## config.mk

```make
export PLATFORM = sky130hd
export DESIGN_NAME = pixel_diff_marker
export DESIGN_NICKNAME = d
export VERILOG_FILES = /design/src/sv/pdm_pkg.sv /design/src/sv/pdm_regs.sv /design/src/sv/pdm_front.sv /design/src/sv/pdm_fifo.sv /design/src/sv/pdm_back.sv /design/src/sv/pixel_diff_marker.sv
export VERILOG_INCLUDE_DIRS = /design/src /design/src/sv
export SDC_FILE = /design/constraint.sdc
export NUM_CORES = 1
export LEC_CHECK = 0
export ABC_CLOCK_PERIOD_IN_PS = 5400
export BUFFER_PORTS_ARGS = -buffer_cell sky130_fd_sc_hd__buf_4
export CORE_MARGIN = 4
export CORE_UTILIZATION = 48
export DETAILED_ROUTE_END_ITERATION = 7
export PLACE_DENSITY = 0.68
export SYNTH_ARGS = -nofsm -noshare
export SYNTH_HDL_FRONTEND = slang
export SYNTH_SLANG_ARGS = --single-unit
```

## constraint.sdc

```tcl
create_clock -name clk -period 5.4 [get_ports clk]
set_input_delay 0.27 -clock clk [delete_from_list [all_inputs] [get_ports clk]]
set_output_delay 0.27 -clock clk [all_outputs]
set_load 0.005 [all_outputs]
```

## src/sv/pixel_diff_marker_macros.svh

```systemverilog
// Assertion macros for the pixel_diff_marker RTL, used by pdm_back.
// Expects signals named clk and rst_n in the scope of each use.
`ifndef PIXEL_DIFF_MARKER_MACROS_SVH
`define PIXEL_DIFF_MARKER_MACROS_SVH

// Condition must hold at every edge out of reset
`define PDM_ASSERT_HOLD(name, cond, msg) \
  name: assert property (@(posedge clk) disable iff (!rst_n) (cond)) else $error(msg);

// Same-cycle implication
`define PDM_ASSERT_IMP(name, ante, cons, msg) \
  name: assert property (@(posedge clk) disable iff (!rst_n) (ante) |-> (cons)) else $error(msg);

// Next-cycle implication
`define PDM_ASSERT_NEXT(name, ante, cons, msg) \
  name: assert property (@(posedge clk) disable iff (!rst_n) (ante) |=> (cons)) else $error(msg);

`endif

```

## src/sv/pdm_pkg.sv

```systemverilog
// Package for the pixel difference marker: widths, constants, types.
// No dependencies; used by every module of the block.
`default_nettype none

package pdm_pkg;

  localparam int COLOR_W = 8;
  localparam int DIM_W   = 13;
  localparam int DIM_REG_MAX = 8191;
  localparam int TOTAL_W = 25;
  localparam int DIFF_W  = TOTAL_W + 1;
  localparam int PCT_W   = 15;
  localparam int SUM_W   = 10;
  localparam int ADDR_W  = 3;
  localparam int DATA_W  = 32;
  localparam int MAX_DIMENSION_DEF = 4096;
  localparam int FIFO_DEPTH = 4;

  // Percentage scale: 100 * 256 = 2^14 + 2^13 + 2^10
  localparam logic [PCT_W-1:0] PCT_MAX = 15'd25600;
  localparam int PCT_SH0 = 14;
  localparam int PCT_SH1 = 13;
  localparam int PCT_SH2 = 10;

  // Divide by 3 as multiply by 683 / 2048, exact for sums up to 765
  localparam logic [9:0] GRAY_RECIP = 10'd683;
  localparam int GRAY_SHIFT = 11;

  localparam logic [COLOR_W-1:0] MARKER_BLUE = 8'd255;

  // Register indexes
  localparam logic REG_IMAGE_WIDTH  = 1'b0;
  localparam logic REG_IMAGE_HEIGHT = 1'b1;

  // Largest dimension the clamp and the 13-bit registers can produce
  function automatic int eff_dim(int max_dim);
    return (max_dim < DIM_REG_MAX) ? max_dim : DIM_REG_MAX;
  endfunction

  // Bits needed to hold the largest frame size
  function automatic int frame_bits(int max_dim);
    longint m;
    m = longint'(eff_dim(max_dim));
    return $clog2(m * m + 1);
  endfunction

  // One classified pixel, front to back
  typedef struct packed {
    logic [COLOR_W-1:0] gray;
    logic               differs;
    logic               last;
    logic [DIFF_W-1:0]  diffs;
  } pdm_entry_t;

  typedef enum logic [1:0] {
    BK_RUN,
    BK_PREP,
    BK_DIV,
    BK_OUT
  } back_state_t;

endpackage

`default_nettype wire

```

## src/sv/pdm_regs.sv

```systemverilog
// Configuration registers of the pixel difference marker, APB-style port.
// Depends on pdm_pkg; provides the clamped frame size as a register.
`default_nettype none

module pdm_regs
  import pdm_pkg::*;
#(
  parameter int MAX_DIMENSION = MAX_DIMENSION_DEF,
  parameter int FRAME_W = frame_bits(MAX_DIMENSION)
) (
  input  wire logic               clk,
  input  wire logic               rst_n,
  input  wire logic               psel,
  input  wire logic               penable,
  input  wire logic               pwrite,
  input  wire logic [ADDR_W-1:0]  paddr,
  input  wire logic [DATA_W-1:0]  pwdata,
  output logic      [DATA_W-1:0]  prdata,
  output logic                    pready,
  output logic      [FRAME_W-1:0] frame_o
);

  localparam logic [DIM_W-1:0] DIM_CAP = DIM_W'(eff_dim(MAX_DIMENSION));

  logic [DIM_W-1:0]   width_r, height_r;
  logic [DIM_W-1:0]   width_c, height_c;
  logic [2*DIM_W-1:0] frame_prod;
  logic [FRAME_W-1:0] frame_r;
  logic               reg_idx;
  logic               wr_en;

  assign pready  = 1'b1;
  assign reg_idx = paddr[ADDR_W-1];
  assign wr_en   = psel && penable && pwrite;

  // Register writes
  always_ff @(posedge clk) begin
    if (!rst_n) begin
      width_r  <= DIM_W'(1);
      height_r <= DIM_W'(1);
    end else if (wr_en) begin
      case (reg_idx)
        REG_IMAGE_WIDTH:  width_r  <= pwdata[DIM_W-1:0];
        REG_IMAGE_HEIGHT: height_r <= pwdata[DIM_W-1:0];
        default: ;
      endcase
    end
  end

  // Readback
  always_comb begin
    case (reg_idx)
      REG_IMAGE_WIDTH:  prdata = DATA_W'(width_r);
      REG_IMAGE_HEIGHT: prdata = DATA_W'(height_r);
      default:          prdata = '0;
    endcase
  end

  // Clamp: zero counts as one, large values cap at the maximum dimension
  always_comb begin
    if (width_r == '0)          width_c = DIM_W'(1);
    else if (width_r > DIM_CAP) width_c = DIM_CAP;
    else                        width_c = width_r;
    if (height_r == '0)          height_c = DIM_W'(1);
    else if (height_r > DIM_CAP) height_c = DIM_CAP;
    else                         height_c = height_r;
  end

  assign frame_prod = width_c * height_c;

  // Frame size register, refreshed every cycle
  always_ff @(posedge clk) begin
    if (!rst_n) begin
      frame_r <= FRAME_W'(1);
    end else begin
      frame_r <= frame_prod[FRAME_W-1:0];
    end
  end

  assign frame_o = frame_r;

endmodule

`default_nettype wire

```

## src/sv/pdm_front.sv

```systemverilog
// Front part: accepts pixel pairs, classifies them and keeps the frame counters.
// Depends on pdm_pkg; pushes classified entries toward pdm_fifo.
`default_nettype none

module pdm_front
  import pdm_pkg::*;
#(
  parameter int FRAME_W = frame_bits(MAX_DIMENSION_DEF)
) (
  input  wire logic               clk,
  input  wire logic               rst_n,
  input  wire logic               in_valid,
  output logic                    in_ready,
  input  wire logic [COLOR_W-1:0] in_ref_red,
  input  wire logic [COLOR_W-1:0] in_ref_green,
  input  wire logic [COLOR_W-1:0] in_ref_blue,
  input  wire logic [COLOR_W-1:0] in_ref_alpha,
  input  wire logic [COLOR_W-1:0] in_cmp_red,
  input  wire logic [COLOR_W-1:0] in_cmp_green,
  input  wire logic [COLOR_W-1:0] in_cmp_blue,
  input  wire logic [COLOR_W-1:0] in_cmp_alpha,
  input  wire logic [FRAME_W-1:0] frame_i,
  input  wire logic               full_i,
  output logic                    push_o,
  output pdm_entry_t              entry_o
);

  logic                stg_valid_r;
  logic                stg_differs_r;
  logic [SUM_W-1:0]    stg_sum_r;
  logic [FRAME_W-1:0]  pix_cnt_r;
  logic [TOTAL_W-1:0]  diff_cnt_r;
  logic                accept;
  logic                differs_in;
  logic [SUM_W-1:0]    sum_in;
  logic [SUM_W+9:0]    gray_prod;
  logic [FRAME_W-1:0]  taken;
  logic [DIFF_W-1:0]   diffs;
  logic                last;

  assign push_o   = stg_valid_r && !full_i;
  assign in_ready = !stg_valid_r || push_o;
  assign accept   = in_valid && in_ready;

  // Compare and channel sum at acceptance
  assign differs_in = (in_ref_red != in_cmp_red) || (in_ref_green != in_cmp_green) ||
                      (in_ref_blue != in_cmp_blue) || (in_ref_alpha != in_cmp_alpha);
  assign sum_in = SUM_W'(in_cmp_red) + SUM_W'(in_cmp_green) + SUM_W'(in_cmp_blue);

  always_ff @(posedge clk) begin
    if (!rst_n) begin
      stg_valid_r <= 1'b0;
    end else if (accept) begin
      stg_valid_r <= 1'b1;
    end else if (push_o) begin
      stg_valid_r <= 1'b0;
    end
  end

  always_ff @(posedge clk) begin
    if (accept) begin
      stg_differs_r <= differs_in;
      stg_sum_r     <= sum_in;
    end
  end

  // Gray level and frame position of the staged pixel
  assign gray_prod = stg_sum_r * GRAY_RECIP;
  assign taken     = pix_cnt_r + FRAME_W'(1);
  assign diffs     = DIFF_W'(diff_cnt_r) + DIFF_W'(stg_differs_r);
  assign last      = taken >= frame_i;

  always_comb begin
    entry_o.gray    = gray_prod[GRAY_SHIFT+COLOR_W-1:GRAY_SHIFT];
    entry_o.differs = stg_differs_r;
    entry_o.last    = last;
    entry_o.diffs   = diffs;
  end

  // Frame counters advance on each push, clear at frame end
  always_ff @(posedge clk) begin
    if (!rst_n) begin
      pix_cnt_r  <= '0;
      diff_cnt_r <= '0;
    end else if (push_o) begin
      if (last) begin
        pix_cnt_r  <= '0;
        diff_cnt_r <= '0;
      end else begin
        pix_cnt_r  <= taken;
        diff_cnt_r <= diffs[TOTAL_W-1:0];
      end
    end
  end

endmodule

`default_nettype wire

```

## src/sv/pdm_fifo.sv

```systemverilog
// Short queue of classified pixel entries between front and back parts.
// Depends on pdm_pkg for the entry type and depth.
`default_nettype none

module pdm_fifo
  import pdm_pkg::*;
(
  input  wire logic       clk,
  input  wire logic       rst_n,
  input  wire logic       push_i,
  input  pdm_entry_t      entry_i,
  output logic            full_o,
  input  wire logic       pop_i,
  output logic            valid_o,
  output pdm_entry_t      entry_o
);

  localparam int PTR_W = $clog2(FIFO_DEPTH);
  localparam int CNT_W = $clog2(FIFO_DEPTH + 1);

  pdm_entry_t       slots_r [FIFO_DEPTH];
  logic [PTR_W-1:0] wr_ptr_r, rd_ptr_r;
  logic [CNT_W-1:0] count_r;

  assign full_o  = count_r == CNT_W'(FIFO_DEPTH);
  assign valid_o = count_r != '0;
  assign entry_o = slots_r[rd_ptr_r];

  always_ff @(posedge clk) begin
    if (push_i) begin
      slots_r[wr_ptr_r] <= entry_i;
    end
  end

  // Pointers and fill level
  always_ff @(posedge clk) begin
    if (!rst_n) begin
      wr_ptr_r <= '0;
      rd_ptr_r <= '0;
      count_r  <= '0;
    end else begin
      if (push_i) wr_ptr_r <= wr_ptr_r + PTR_W'(1);
      if (pop_i)  rd_ptr_r <= rd_ptr_r + PTR_W'(1);
      if (push_i && !pop_i)      count_r <= count_r + CNT_W'(1);
      else if (pop_i && !push_i) count_r <= count_r - CNT_W'(1);
    end
  end

endmodule

`default_nettype wire

```

## src/sv/pdm_back.sv

```systemverilog
// Back part: builds result pixels, divides for the frame percentage, holds output.
// Depends on pdm_pkg and pixel_diff_marker_macros.svh; pops from pdm_fifo.
`default_nettype none

`include "pixel_diff_marker_macros.svh"

module pdm_back
  import pdm_pkg::*;
#(
  parameter int FRAME_W = frame_bits(MAX_DIMENSION_DEF)
) (
  input  wire logic               clk,
  input  wire logic               rst_n,
  input  wire logic [FRAME_W-1:0] frame_i,
  input  wire logic               fifo_valid_i,
  input  pdm_entry_t              fifo_entry_i,
  output logic                    pop_o,
  output logic                    out_valid,
  input  wire logic               out_ready,
  output logic      [COLOR_W-1:0] out_red,
  output logic      [COLOR_W-1:0] out_green,
  output logic      [COLOR_W-1:0] out_blue,
  output logic                    out_pixel_differs,
  output logic                    out_frame_end,
  output logic      [TOTAL_W-1:0] out_diff_total,
  output logic      [PCT_W-1:0]   out_diff_percent_q8
);

  localparam int QUOT_W = PCT_W;
  localparam int QCNT_W = $clog2(QUOT_W);
  // Wide enough for the numerator and for remainder plus quotient
  localparam int PROD_W = ((FRAME_W > DIFF_W) ? FRAME_W : DIFF_W) + PCT_W;

  back_state_t        state_r, state_nxt;
  pdm_entry_t         hold_r;
  logic [FRAME_W-1:0] rem_r;
  logic [QUOT_W-1:0]  num_r;
  logic [QUOT_W-1:0]  quo_r;
  logic [QCNT_W-1:0]  cnt_r;

  logic               out_valid_r;
  logic [COLOR_W-1:0] out_red_r, out_green_r, out_blue_r;
  logic               out_differs_r, out_frame_end_r;
  logic [TOTAL_W-1:0] out_diff_total_r;
  logic [PCT_W-1:0]   out_pct_r;

  logic               slot_free;
  logic               pop;
  logic               load_pix;
  logic               load_end;
  logic               sat;
  logic [PROD_W-1:0]  prod;
  logic [FRAME_W:0]   rem_sh;
  logic [FRAME_W:0]   rem_sub;
  logic               sub_ok;

  assign slot_free = !out_valid_r || out_ready;

  // Numerator diffs * 25600 by shifts and adds
  assign prod = (PROD_W'(hold_r.diffs) << PCT_SH0) + (PROD_W'(hold_r.diffs) << PCT_SH1) +
                (PROD_W'(hold_r.diffs) << PCT_SH2);
  assign sat  = PROD_W'(hold_r.diffs) >= PROD_W'(frame_i);

  // One restoring division step
  assign rem_sh  = {rem_r, num_r[QUOT_W-1]};
  assign sub_ok  = rem_sh >= {1'b0, frame_i};
  assign rem_sub = rem_sh - {1'b0, frame_i};

  // Next state
  always_comb begin
    state_nxt = state_r;
    case (state_r)
      BK_RUN:  if (pop && fifo_entry_i.last) state_nxt = BK_PREP;
      BK_PREP: state_nxt = sat ? BK_OUT : BK_DIV;
      BK_DIV:  if (cnt_r == QCNT_W'(QUOT_W - 1)) state_nxt = BK_OUT;
      BK_OUT:  if (slot_free) state_nxt = BK_RUN;
      default: state_nxt = BK_RUN;
    endcase
  end

  // Control outputs
  always_comb begin
    pop      = 1'b0;
    load_pix = 1'b0;
    load_end = 1'b0;
    case (state_r)
      BK_RUN: begin
        pop      = fifo_valid_i && slot_free;
        load_pix = pop && !fifo_entry_i.last;
      end
      BK_OUT:  load_end = slot_free;
      default: ;
    endcase
  end

  assign pop_o = pop;

  always_ff @(posedge clk) begin
    if (!rst_n) begin
      state_r <= BK_RUN;
    end else begin
      state_r <= state_nxt;
    end
  end

  // Division datapath
  always_ff @(posedge clk) begin
    case (state_r)
      BK_RUN: begin
        if (pop) hold_r <= fifo_entry_i;
      end
      BK_PREP: begin
        if (sat) begin
          quo_r <= PCT_MAX;
        end else begin
          rem_r <= prod[FRAME_W+QUOT_W-1:QUOT_W];
          num_r <= prod[QUOT_W-1:0];
          quo_r <= '0;
          cnt_r <= '0;
        end
      end
      BK_DIV: begin
        rem_r <= sub_ok ? rem_sub[FRAME_W-1:0] : rem_sh[FRAME_W-1:0];
        quo_r <= {quo_r[QUOT_W-2:0], sub_ok};
        num_r <= num_r << 1;
        cnt_r <= cnt_r + QCNT_W'(1);
      end
      default: ;
    endcase
  end

  // Output register
  always_ff @(posedge clk) begin
    if (!rst_n) begin
      out_valid_r <= 1'b0;
    end else if (load_pix || load_end) begin
      out_valid_r <= 1'b1;
    end else if (out_ready) begin
      out_valid_r <= 1'b0;
    end
  end

  always_ff @(posedge clk) begin
    if (load_pix) begin
      out_red_r        <= fifo_entry_i.differs ? '0 : fifo_entry_i.gray;
      out_green_r      <= fifo_entry_i.differs ? '0 : fifo_entry_i.gray;
      out_blue_r       <= fifo_entry_i.differs ? MARKER_BLUE : fifo_entry_i.gray;
      out_differs_r    <= fifo_entry_i.differs;
      out_frame_end_r  <= 1'b0;
      out_diff_total_r <= '0;
      out_pct_r        <= '0;
    end else if (load_end) begin
      out_red_r        <= hold_r.differs ? '0 : hold_r.gray;
      out_green_r      <= hold_r.differs ? '0 : hold_r.gray;
      out_blue_r       <= hold_r.differs ? MARKER_BLUE : hold_r.gray;
      out_differs_r    <= hold_r.differs;
      out_frame_end_r  <= 1'b1;
      out_diff_total_r <= hold_r.diffs[TOTAL_W-1:0];
      out_pct_r        <= quo_r;
    end
  end

  assign out_valid           = out_valid_r;
  assign out_red             = out_red_r;
  assign out_green           = out_green_r;
  assign out_blue            = out_blue_r;
  assign out_pixel_differs   = out_differs_r;
  assign out_frame_end       = out_frame_end_r;
  assign out_diff_total      = out_diff_total_r;
  assign out_diff_percent_q8 = out_pct_r;

  // Checks
  `PDM_ASSERT_NEXT(a_last_starts_div, state_r == BK_RUN && pop && fifo_entry_i.last,
                   state_r == BK_PREP, "frame end entry did not start the division")
  `PDM_ASSERT_IMP(a_totals_zero, out_valid_r && !out_frame_end_r,
                  out_diff_total_r == '0 && out_pct_r == '0, "totals set outside frame end")
  `PDM_ASSERT_IMP(a_pct_bound, out_valid_r, out_pct_r <= PCT_MAX,
                  "percentage above saturation")
  `PDM_ASSERT_HOLD(a_div_count, state_r != BK_DIV || cnt_r < QCNT_W'(QUOT_W),
                   "division step count overran")

endmodule

`default_nettype wire

```

## src/sv/pixel_diff_marker.sv

```systemverilog
// Pixel difference marker: top level joining config, front, queue and back parts.
// Depends on pdm_pkg, pdm_regs, pdm_front, pdm_fifo and pdm_back.
//
// Usage:
//   Input channel (in_valid/in_ready) takes one pixel pair per request: a
//   reference RGBA pixel and a compared RGBA pixel. Output channel
//   (out_valid/out_ready) returns one diff map pixel per request: a blue marker
//   when any channel differs, else gray (r+g+b)/3 of the compared pixel.
//   On the last pixel of a frame (image_width * image_height, which the user must
//   set over the APB-style port only while idle; the block does not enforce it)
//   out_frame_end rises with the difference count and the percentage times 256.
//   An ordinary pixel passes the front stage register, the queue and the output
//   register; the frame's last pixel also waits in the back part for the
//   15-step restoring divider, skipped when the count reaches the frame size.
//   Throughput: one pixel per cycle while out_ready holds high; a frame end
//   holds the back part through the division (none when saturated), while the
//   front stage and 4-entry queue take up to five more before in_ready drops.
//   Reset (rst_n low, synchronous) sets both dimensions to 1 and clears the
//   counters, the queue and the output register.
//   A stalled receiver keeps the result in the output register; the queue and
//   the front stage then fill and in_ready drops.
`default_nettype none

module pixel_diff_marker
  import pdm_pkg::*;
#(
  parameter int MAX_DIMENSION = MAX_DIMENSION_DEF
) (
  input  wire logic               clk,
  input  wire logic               rst_n,
  input  wire logic               psel,
  input  wire logic               penable,
  input  wire logic               pwrite,
  input  wire logic [ADDR_W-1:0]  paddr,
  input  wire logic [DATA_W-1:0]  pwdata,
  output logic      [DATA_W-1:0]  prdata,
  output logic                    pready,
  input  wire logic               in_valid,
  output logic                    in_ready,
  input  wire logic [COLOR_W-1:0] in_ref_red,
  input  wire logic [COLOR_W-1:0] in_ref_green,
  input  wire logic [COLOR_W-1:0] in_ref_blue,
  input  wire logic [COLOR_W-1:0] in_ref_alpha,
  input  wire logic [COLOR_W-1:0] in_cmp_red,
  input  wire logic [COLOR_W-1:0] in_cmp_green,
  input  wire logic [COLOR_W-1:0] in_cmp_blue,
  input  wire logic [COLOR_W-1:0] in_cmp_alpha,
  output logic                    out_valid,
  input  wire logic               out_ready,
  output logic      [COLOR_W-1:0] out_red,
  output logic      [COLOR_W-1:0] out_green,
  output logic      [COLOR_W-1:0] out_blue,
  output logic                    out_pixel_differs,
  output logic                    out_frame_end,
  output logic      [TOTAL_W-1:0] out_diff_total,
  output logic      [PCT_W-1:0]   out_diff_percent_q8
);

  localparam int FRAME_W = frame_bits(MAX_DIMENSION);

  logic [FRAME_W-1:0] frame;
  logic               push;
  logic               full;
  logic               pop;
  logic               fifo_valid;
  pdm_entry_t         push_entry;
  pdm_entry_t         head_entry;

  pdm_regs #(
    .MAX_DIMENSION (MAX_DIMENSION),
    .FRAME_W       (FRAME_W)
  ) u_regs (
    .clk     (clk),
    .rst_n   (rst_n),
    .psel    (psel),
    .penable (penable),
    .pwrite  (pwrite),
    .paddr   (paddr),
    .pwdata  (pwdata),
    .prdata  (prdata),
    .pready  (pready),
    .frame_o (frame)
  );

  pdm_front #(
    .FRAME_W (FRAME_W)
  ) u_front (
    .clk          (clk),
    .rst_n        (rst_n),
    .in_valid     (in_valid),
    .in_ready     (in_ready),
    .in_ref_red   (in_ref_red),
    .in_ref_green (in_ref_green),
    .in_ref_blue  (in_ref_blue),
    .in_ref_alpha (in_ref_alpha),
    .in_cmp_red   (in_cmp_red),
    .in_cmp_green (in_cmp_green),
    .in_cmp_blue  (in_cmp_blue),
    .in_cmp_alpha (in_cmp_alpha),
    .frame_i      (frame),
    .full_i       (full),
    .push_o       (push),
    .entry_o      (push_entry)
  );

  pdm_fifo u_fifo (
    .clk     (clk),
    .rst_n   (rst_n),
    .push_i  (push),
    .entry_i (push_entry),
    .full_o  (full),
    .pop_i   (pop),
    .valid_o (fifo_valid),
    .entry_o (head_entry)
  );

  pdm_back #(
    .FRAME_W (FRAME_W)
  ) u_back (
    .clk                 (clk),
    .rst_n               (rst_n),
    .frame_i             (frame),
    .fifo_valid_i        (fifo_valid),
    .fifo_entry_i        (head_entry),
    .pop_o               (pop),
    .out_valid           (out_valid),
    .out_ready           (out_ready),
    .out_red             (out_red),
    .out_green           (out_green),
    .out_blue            (out_blue),
    .out_pixel_differs   (out_pixel_differs),
    .out_frame_end       (out_frame_end),
    .out_diff_total      (out_diff_total),
    .out_diff_percent_q8 (out_diff_percent_q8)
  );

endmodule

`default_nettype wire
```

* Word level (Yosys, flattened, before mapping) *
Memories as Yosys holds them, arrays and structs flattened. A register that Yosys moved wholly into a read port is not among the register bits.
Index checks and enable logic that the tools add are counted.

operators by class
  eq/ne operators = 13
  magnitude comparators = 5
  bitwise logic cells = 1
  mux-type cells = 44
  $mul = 2
  add/sub/neg operators = 12
  reduce and logical (&&, ||, !) cells = 35

operators by type and width
  operator                  number
  $mux W25                  4
  $mux W8                   8
  $pmux W32 S2              1
  $pmux W15 S2              2
  $ge A26 B25 Y1            2
  $mux W13                  4
  $pmux W25 S2              1
  $add A40 B36 Y40          1
  $add A40 B39 Y40          1
  $ne A8 B8 Y1              4
  $mux W15                  2
  $add A25 B1 Y26           1
  $gt A13 B13 Y1 const B    2
  $logic_not A13 Y1         2
  $add A25 B1 Y25 const B   1
  $ge A25 B25 Y1            1
  $mul A13 B13 Y25          1
  $sub A25 B25 Y25          1
  $mul A10 B10 Y19 const B  1
  $mux W1                   12
  $add A10 B8 Y10           1
  $mux W2                   5
  $reduce_bool A2 Y1        5
  $add A8 B8 Y9             1
  22 further kinds          48

word-level totals
  memory bits (writable) = 144
  output and inout bits = 101
  word-level logic and storage cells = 139
  register bits after elaboration = 275
  memories kept = 1
  input port bits = 106

memories
  name            depth  width  rd ports  clocked after memory_dff  write ports  line            source
  u_fifo.slots_r  4      36     1         1                         1            pdm_fifo.sv:21  pdm_entry_t slots_r [FIFO_DEPTH];

* Logic depth before layout (Yosys ltp) *
Gate-level depths: netlist (run 1).

  depth in word-level cells = 7
  gate-level depth with buffers = 25
  depth with buffers taken out = 24

* Cells and area by module *
Synthesis (run 1) repeated with hierarchy kept, for this count alone.

second synthesis, totals
  cell total of the unflattened synthesis = 2,913
  area total of the unflattened synthesis = 29,384.4 µm²

by module, submodules not included
  module     cells an instance  area each (µm²)  times used  seq. area each (µm²)
  pdm_back   949                9,337.7          1           3,913.8
  pdm_regs   929                7,553.5          1           1,021.0
  pdm_front  804                6,797.8          1           1,351.3
  pdm_fifo   231                5,695.5          1           4,504.3

* Least setup slack after synthesis (run 1) *
No wires, ideal clock.

  path kind = register -> register
  from = register u_regs.width_r[12]
  to = register u_regs.frame_r[24] (netlist: u_regs.frame_o[24])
  required time = 5,285 ps
  arrival = 5,807 ps
  clock period less this slack = 5,922 ps
  slack = -522 ps
  setup time = 115 ps
  path buffers = 2
  cell stages (with the launch flop) = 25
  path through = dfxtp_1 clkbuf_1 clkinv_1 clkbuf_1 nand2_1 nor2_1 fa_1 inv_1 fa_1 inv_1 fa_1 fa_1 inv_1 fa_1 inv_1 ha_1 a21o_1 a21o_1 a21o_1 a22oi_1 a31oi_1 a211oi_1 o21bai_1 xnor2_1 and2_1

on the way
  longest elaborated chain between the ends = 4
  elaborated cells on any way between the ends = 5
  classes of those cells = mul (1); order compare (1); mux (2); reduce/logical (1)

ends and longest elaborated chain
  item                    line            source
  start, declared         pdm_regs.sv:25  logic [DIM_W-1:0] width_r, height_r;
  start signal, assigned  pdm_regs.sv:43  REG_IMAGE_WIDTH: width_r <= pwdata[DIM_W-1:0];
  $gt A13 B13 Y1          pdm_regs.sv:62  else if (width_r > DIM_CAP) width_c = DIM_CAP;
  $mux W13                pdm_regs.sv:62
  $mux W13 (*)            pdm_regs.sv:61  if (width_r == '0) width_c = DIM_W'(1);
  $mul A13 B13 Y25 (*)    pdm_regs.sv:69  assign frame_prod = width_c * height_c;
  end signal, assigned    pdm_regs.sv:76  frame_r <= frame_prod[FRAME_W-1:0];
  end, declared           pdm_regs.sv:28  logic [FRAME_W-1:0] frame_r;

Mark *: on every way between the ends. The rest lies on a longest branch, timed or not.
A chain may end at the register's enable or synchronous reset.

* Final worst setup path (run 1) *
  from = register u_regs.width_r[8]
  to = register u_regs.frame_r[23] (netlist: u_regs.frame_o[23])

Same word-level chain as after synthesis.

==> impl_metrics.py, run 1 <==
metrics = {
    "run_status": {
        "outcome": "finished, violations left",
        "violations": "setup timing",
    },
    "layout": {
        "layout_common_cells": "buf_4, nand2_1, inv_1",
        "final_common_cell": "buf_4",
        "instances_no_fill": 3873,
        "n_antenna_cell": 0,
        "post-route-util_pct": 57.27,
        "nNetsFinal": 3598,
        "area_delta_synth_final_pct": 17.93,
        "final_layout_size_suffix_gt1_share_pct": 18.48,
    },
    "detailed_routing": {
        "wl_per_cell_um": 18.70,
        "top_layer": "met4",
        "met1_length_mm": 30.92,
        "vias": 20930,
        "dr_wl_met2_mm": 36.23,
        "drt_iter0_markers": 1223,
        "wl_met3_mm": 3.316,
        "via_per_inst": 5.403,
        "wl_mm": 72.44,
        "final_antenna_net_count": 0,
        "drc": 0,
        "dr.pass1.iters": 6,
    },
    "die": {
        "die_w_um": 252.6,
        "dieArea_mm2": 0.06380,
        "num_io_pins": 207,
        "coreArea_mm2": 0.05913,
        "start_util_pct": 48.56,
        "rows": 89,
        "fp.dieH_um": 252.6,
    },
    "grt": {
        "globalRouteOverflowTotal": 0,
        "antenna_found_initial": 0,
        "grt_pass1_wl_mm": 115.8,
        "grt_pass1_vias": 21820,
        "grt_util_all_layers_pct": 22.58,
        "grt_max_degree": 85,
    },
    "sta": {
        "finalWorstSetupSlack_ns": -0.1093,
        "finalMaxSlewViolations": 0,
        "setup_viol": 3,
        "fin_hold_ws_ns": 0.03528,
        "fin_crit_ns": 5.509,
        "rsz0062_at_grt": "yes",
        "skew_ns": 0.02816,
        "hold_violations": 0,
        "relSlewSlack_pct": 26.24,
        "worst_slew_pin_slew_ns": 1.098,
        "fin_crit_sh_pct": 102.0,
        "fmax_mhz": 181.5,
    },
    "placed_design": {
        "port_buffers": 165,
        "gp_congestion": 0.9728,
        "dp.cells": 3751,
        "hpwl_mm": 55.77,
    },
    "min_path": {
        "holdPathStages": 2,
        "hp-class": "input port to flip-flop",
    },
    "yosys": {
        "ys_warn_count": 0,
        "seq_area_frac_synth_pct": 37.58,
        "syn_area_mm2": 0.02872,
        "async_flop_share_pct": 0,
        "syn_area_per_cell_um2": 10.40,
        "synth_cell_types": 87,
        "synth-main-ff-cell": "edfxtp_1",
        "synth_seq_cells": 411,
        "syn_inst": 2761,
        "synth_edf_count": 256,
    },
    "clock_tree": {
        "insertion_delay_ns": 0.60,
        "path_clk_slew_ns": 0.05,
        "cts_buffers": 44,
        "htreeDepth": 2,
        "ctsRootBufferMaster": "clkbuf_16",
        "cts.sinks": 411,
        "cts_tree": "done",
        "cts_buffer_depth": 3,
    },
    "pwr": {
        "power_density_mw_per_mm2": 584.8,
        "leakage_uw": 0.01443,
        "ir_worst_vdd_mv": 0.4560,
    },
    "worst_setup_path": {
        "cp_data_required_time_ns": 5.85,
        "path_max_fanout": 4,
        "crit_arrival_ns": 5.96,
        "crit_type": "flip-flop to flip-flop",
        "cp-end-kind": "flip-flop",
        "startpoint_type": "flip-flop",
        "worst-r2r-cell-count": 22,
    },
    "flow_run": {
        "maxCapViolCount": 0,
    },
}
## logic make-up (layout without fill, tap and decap cells)
family	after synthesis	after routing	synth area share [%]
mux	82	82	4.501
xor+xnor	169	169	5.207
buf+inv	428	749	6.113
simple gates	805	805	13.50
fa+ha+maj	428	428	23.04
flops	411	411	37.58
other cells	2	20	0.02615
compound gates	436	436	10.04
## layout make-up
cell class	count	area, um^2
Fill cell	5019	25270
Multi-Input combinational cell	1940	16570
Sequential cell	411	10810
Tap cell	773	967.2
Clock buffer	55	1182
Timing Repair Buffer	373	2897
Inverter	294	1109
Clock inverter	27	331.6
## metrics by stage
stage	setup WS (ns)	instance area [um^2]	total power [uW]	setup TNS [ns]
after floorplan	0.01188	28850	13640	0
after global placement	-0.2539	31660	16320	-0.8327
after detailed placement	-0.3648	31660	16690	-1.357
after CTS	-0.06323	33590	19930	-0.06323
after global routing	-0.3641	33860	21450	-1.805
final	-0.1093	33860	19800	-0.1881
## path summary, 6_finish.rpt
| kind | startpoint | endpoint | slack (ns) |
|---|---|---|---|
| max reg2reg | u_regs.width_r[8] | u_regs.frame_o[23] | -0.11 |
| min reg2reg | u_back.out_diff_total[20] | u_back.out_diff_total[20] | 0.45 |
| min | in_cmp_blue[0] | u_front.stg_sum_r[0] | 0.04 |
| max | u_regs.width_r[8] | u_regs.frame_o[23] | -0.11 |
## layer usage
metal / vias up / GRT usage, %
met1: 10250 / 29.43
met3: 127 / 2.706
met5: - / 0
met2: 509 / 40.03
met4: 0 / 6.133
li1: 10040 / -
## synthesized netlist by cell type, drive strengths merged, types with 54 or more instances
master | instances | area [um^2]
nor2 | 147 | 561.8
nand2 | 322 | 1209
inv | 292 | 1096
ha | 260 | 3253
fa | 168 | 3363
edfxtp | 256 | 7687
dfxtp | 155 | 3103
nand3 | 78 | 412.9
xnor2 | 125 | 1102
clkbuf | 84 | 315.3
a21boi | 54 | 405.4
o21ai | 58 | 290.3
a21oi | 136 | 684.4
## flip-flops by register name (all words and copies together) (netlist names), 10 cells and up, named ones only
name and flops:
u_front.pix_cnt_r 25, u_fifo.slots_r 144, u_front.stg_sum_r 10, u_back.out_diff_total 25, u_front.diff_cnt_r 25, u_regs.height_r 13, u_regs.width_r 13, u_back.quo_r 15
u_back.rem_r 25, u_regs.frame_o 25, u_back.out_diff_percent_q8 15, u_back.hold_r 35
## report_power, final
part | internal (uW) | switching, uW
sequential | 5100 | 638
clock | 1820 | 1290
combinational | 4750 | 6190
total | 11700 | 8120
## critical path: stages, from the launching register on
cell and delay, ns:
dfxtp_1 0.50, nor2b_2 0.29, buf_4 0.20, nand2_1 0.08
fa_1 0.50, fa_1 0.53, inv_1 0.07, fa_1 0.51
fa_1 0.51, inv_1 0.05, fa_1 0.49, inv_2 0.05
ha_4 0.24, a21o_1 0.15, a21o_1 0.22, buf_4 0.15
a31oi_4 0.15, nand3_2 0.12, nand4_1 0.12, buf_4 0.13
o21ai_2 0.05, xnor2_1 0.21, nor2_1 0.06
## what timing repair did
| action | in CTS | in global routing |
|---|---|---|
| buffers inserted | 18 | 8 |
| cloned | 0 | 0 |
| endpoints found under the setup margin | 9 | 15 |
| endpoints found under the hold margin | 26 | 0 |
| gates resized for setup | 35 | 47 |
| hold buffers | 15 | 0 |
| pin swaps | 11 | 23 |
Note: power is estimated with default switching activity, not from simulation.
==> run 2, diff against run 1 <==
--- a/config.mk
+++ b/config.mk
@@ -12,6 +12,7 @@
 export CORE_UTILIZATION = 48
 export DETAILED_ROUTE_END_ITERATION = 7
 export PLACE_DENSITY = 0.68
+export SKIP_CTS_REPAIR_TIMING = 1
 export SYNTH_ARGS = -nofsm -noshare
 export SYNTH_HDL_FRONTEND = slang
 export SYNTH_SLANG_ARGS = --single-unit
==> impl_metrics.py, run 2 (synthesis results as in run 1) <==
metrics = {
    "clock_tree": {
        "htreeDepth": 2,
        "insertion_delay_ns": 0.60,
        "path_clk_slew_ns": 0.05,
        "cts_buffers": 44,
        "ctsRootBufferMaster": "clkbuf_16",
        "cts.sinks": 411,
        "cts_buffer_depth": 3,
        "cts_tree": "done",
    },
    "placed_design": {
        "port_buffers": 165,
        "hpwl_mm": 55.77,
        "gp_congestion": 0.9728,
        "dp.cells": 3751,
    },
    "sta": {
        "relSlewSlack_pct": 29.08,
        "setup_tns_ns": -0.4638,
        "fin_crit_sh_pct": 102.7,
        "finalMaxSlewViolations": 0,
        "setup_viol": 5,
        "rsz0062_at_grt": "yes",
        "skew_ns": 0.02947,
        "fin_hold_ws_ns": -0.01483,
        "fin_crit_ns": 5.547,
        "hold_violations": 3,
        "finalWorstSetupSlack_ns": -0.1465,
        "fmax_mhz": 180.3,
        "worst_slew_pin_slew_ns": 1.056,
    },
    "die": {
        "num_io_pins": 207,
        "start_util_pct": 48.56,
        "rows": 89,
        "die_w_um": 252.6,
        "dieArea_mm2": 0.06380,
        "fp.dieH_um": 252.6,
        "coreArea_mm2": 0.05913,
    },
    "run_status": {
        "outcome": "finished, violations left",
        "violations": "hold timing, setup timing",
    },
    "worst_setup_path": {
        "crit_type": "flip-flop to flip-flop",
        "crit_path_frequent_cell": "inv_1",
        "startpoint_type": "flip-flop",
        "cpPeakStageDelay_ns": 0.53,
        "cp-end-kind": "flip-flop",
        "cp_data_required_time_ns": 5.87,
        "critical_path.slowest_cell": "fa_1",
        "path_max_fanout": 4,
        "crit_arrival_ns": 6.02,
    },
    "layout": {
        "final_common_cell": "buf_4",
        "layout_common_cells": "buf_4, nand2_1, inv_1",
        "largest_reg_flops": 144,
        "instances_no_fill": 3856,
        "final_layout_size_suffix_gt1_share_pct": 17.65,
        "area_delta_synth_final_pct": 17.01,
        "multi_input_area_mm2": 0.01647,
        "reg_top3": "u_fifo.slots_r (144), u_back.hold_r (35)",
        "post-route-util_pct": 56.83,
        "n_antenna_cell": 0,
        "nNetsFinal": 3581,
        "top_register": "u_fifo.slots_r",
        "seqCellArea_mm2": 0.01080,
        "n_fill_cell": 5043,
    },
    "grt": {
        "grt_pass1_vias": 21640,
        "grt_max_degree": 85,
        "grt_util_all_layers_pct": 22.46,
        "antenna_found_initial": 0,
        "grt_pass1_wl_mm": 115.1,
        "globalRouteOverflowTotal": 0,
    },
    "detailed_routing": {
        "drt_iter0_markers": 1211,
        "wl_met3_mm": 3.559,
        "via_per_inst": 5.417,
        "met1_length_mm": 30.57,
        "dr_wl_met2_mm": 36.17,
        "top_layer": "met4",
        "drc": 0,
        "wl_per_cell_um": 18.76,
        "wl_mm": 72.33,
        "final_antenna_net_count": 0,
        "dr.pass1.iters": 5,
        "vias": 20890,
    },
    "min_path": {
        "hp-class": "input port to flip-flop",
    },
    "pwr": {
        "swShare_pct": 41.05,
        "internal_power_uw": 11670,
        "ir_worst_vdd_mv": 0.4561,
        "pwr-share-comb_pct": 55.3,
        "power_density_mw_per_mm2": 589.3,
        "leakage_uw": 0.01433,
        "p_seq_share_pct": 29.0,
        "p_sw_uw": 8128,
        "clkPwrFrac_pct": 15.7,
    },
    "flow_run": {
        "maxCapViolCount": 0,
    },
}
run 2: cell types whose count changed in the layout (fill, tap and decap cells not counted), sizes merged:
cell         change
inv              +1
buf             -13
clkinv           -1
dlygate4sd3      -4
run 2: power by group through the flow:
| stage | combinational, uW | sequential [uW] | clock (uW) |
|---|---|---|---|
| 2_1_floorplan | 8080 | 5560 | 0 |
| 3_5_place_dp | 10900 | 5810 | 0 |
| 3_3_place_gp | 10500 | 5780 | 0 |
| 4_1_cts | 11000 | 5750 | 3200 |
| 5_1_grt | 12300 | 5830 | 3320 |
| 6_report | 10900 | 5740 | 3120 |
run 2: worst paths after layout:
check,from,to,slack (ns),cells after the start
max,u_regs.width_r[5],u_regs.frame_o[21],-0.15,26
min,pwdata[1],u_regs.height_r[1],-0.01,3
max reg2reg,u_regs.width_r[5],u_regs.frame_o[21],-0.15,26
min reg2reg,u_back.out_diff_total[20],u_back.out_diff_total[20],0.45,2
run 2: through the flow:
stage	area [um^2]	power, uW	setup WS (ns)
final	33600	19800	-0.1465
after global routing	33600	21440	-0.4138
after CTS	33180	19920	-0.4112
after detailed placement	31660	16690	-0.3648
after global placement	31660	16320	-0.2539
after floorplan	28850	13640	0.01188
run 2: routing by layer:
layer | track usage [%] | vias to the layer above
li1 | - | 10020
met1 | 29.39 | 10190
met2 | 39.73 | 554
met3 | 2.655 | 127
met4 | 6.101 | 0
met5 | 0 | -
run 2: area by class of cell:
type,instances,area share [%]
well taps,773,2.878
inverters,294,3.292
clock inverters,27,0.9868
flip-flops and latches,411,32.14
clock buffers,55,3.519
multi-input cells,1940,49.02
repair buffers,356,8.166
run 2: worst max-delay path: cells and delay by family (launching register included):
kind,cells,cell delay [ns]
AOI/OAI and AO/OA,6,0.95
buffers and inverters,6,0.54
xor gates and xnor gates,1,0.14
adders and majority gates,6,2.33
DFF,1,0.33
and+or+nand+nor,7,1.12
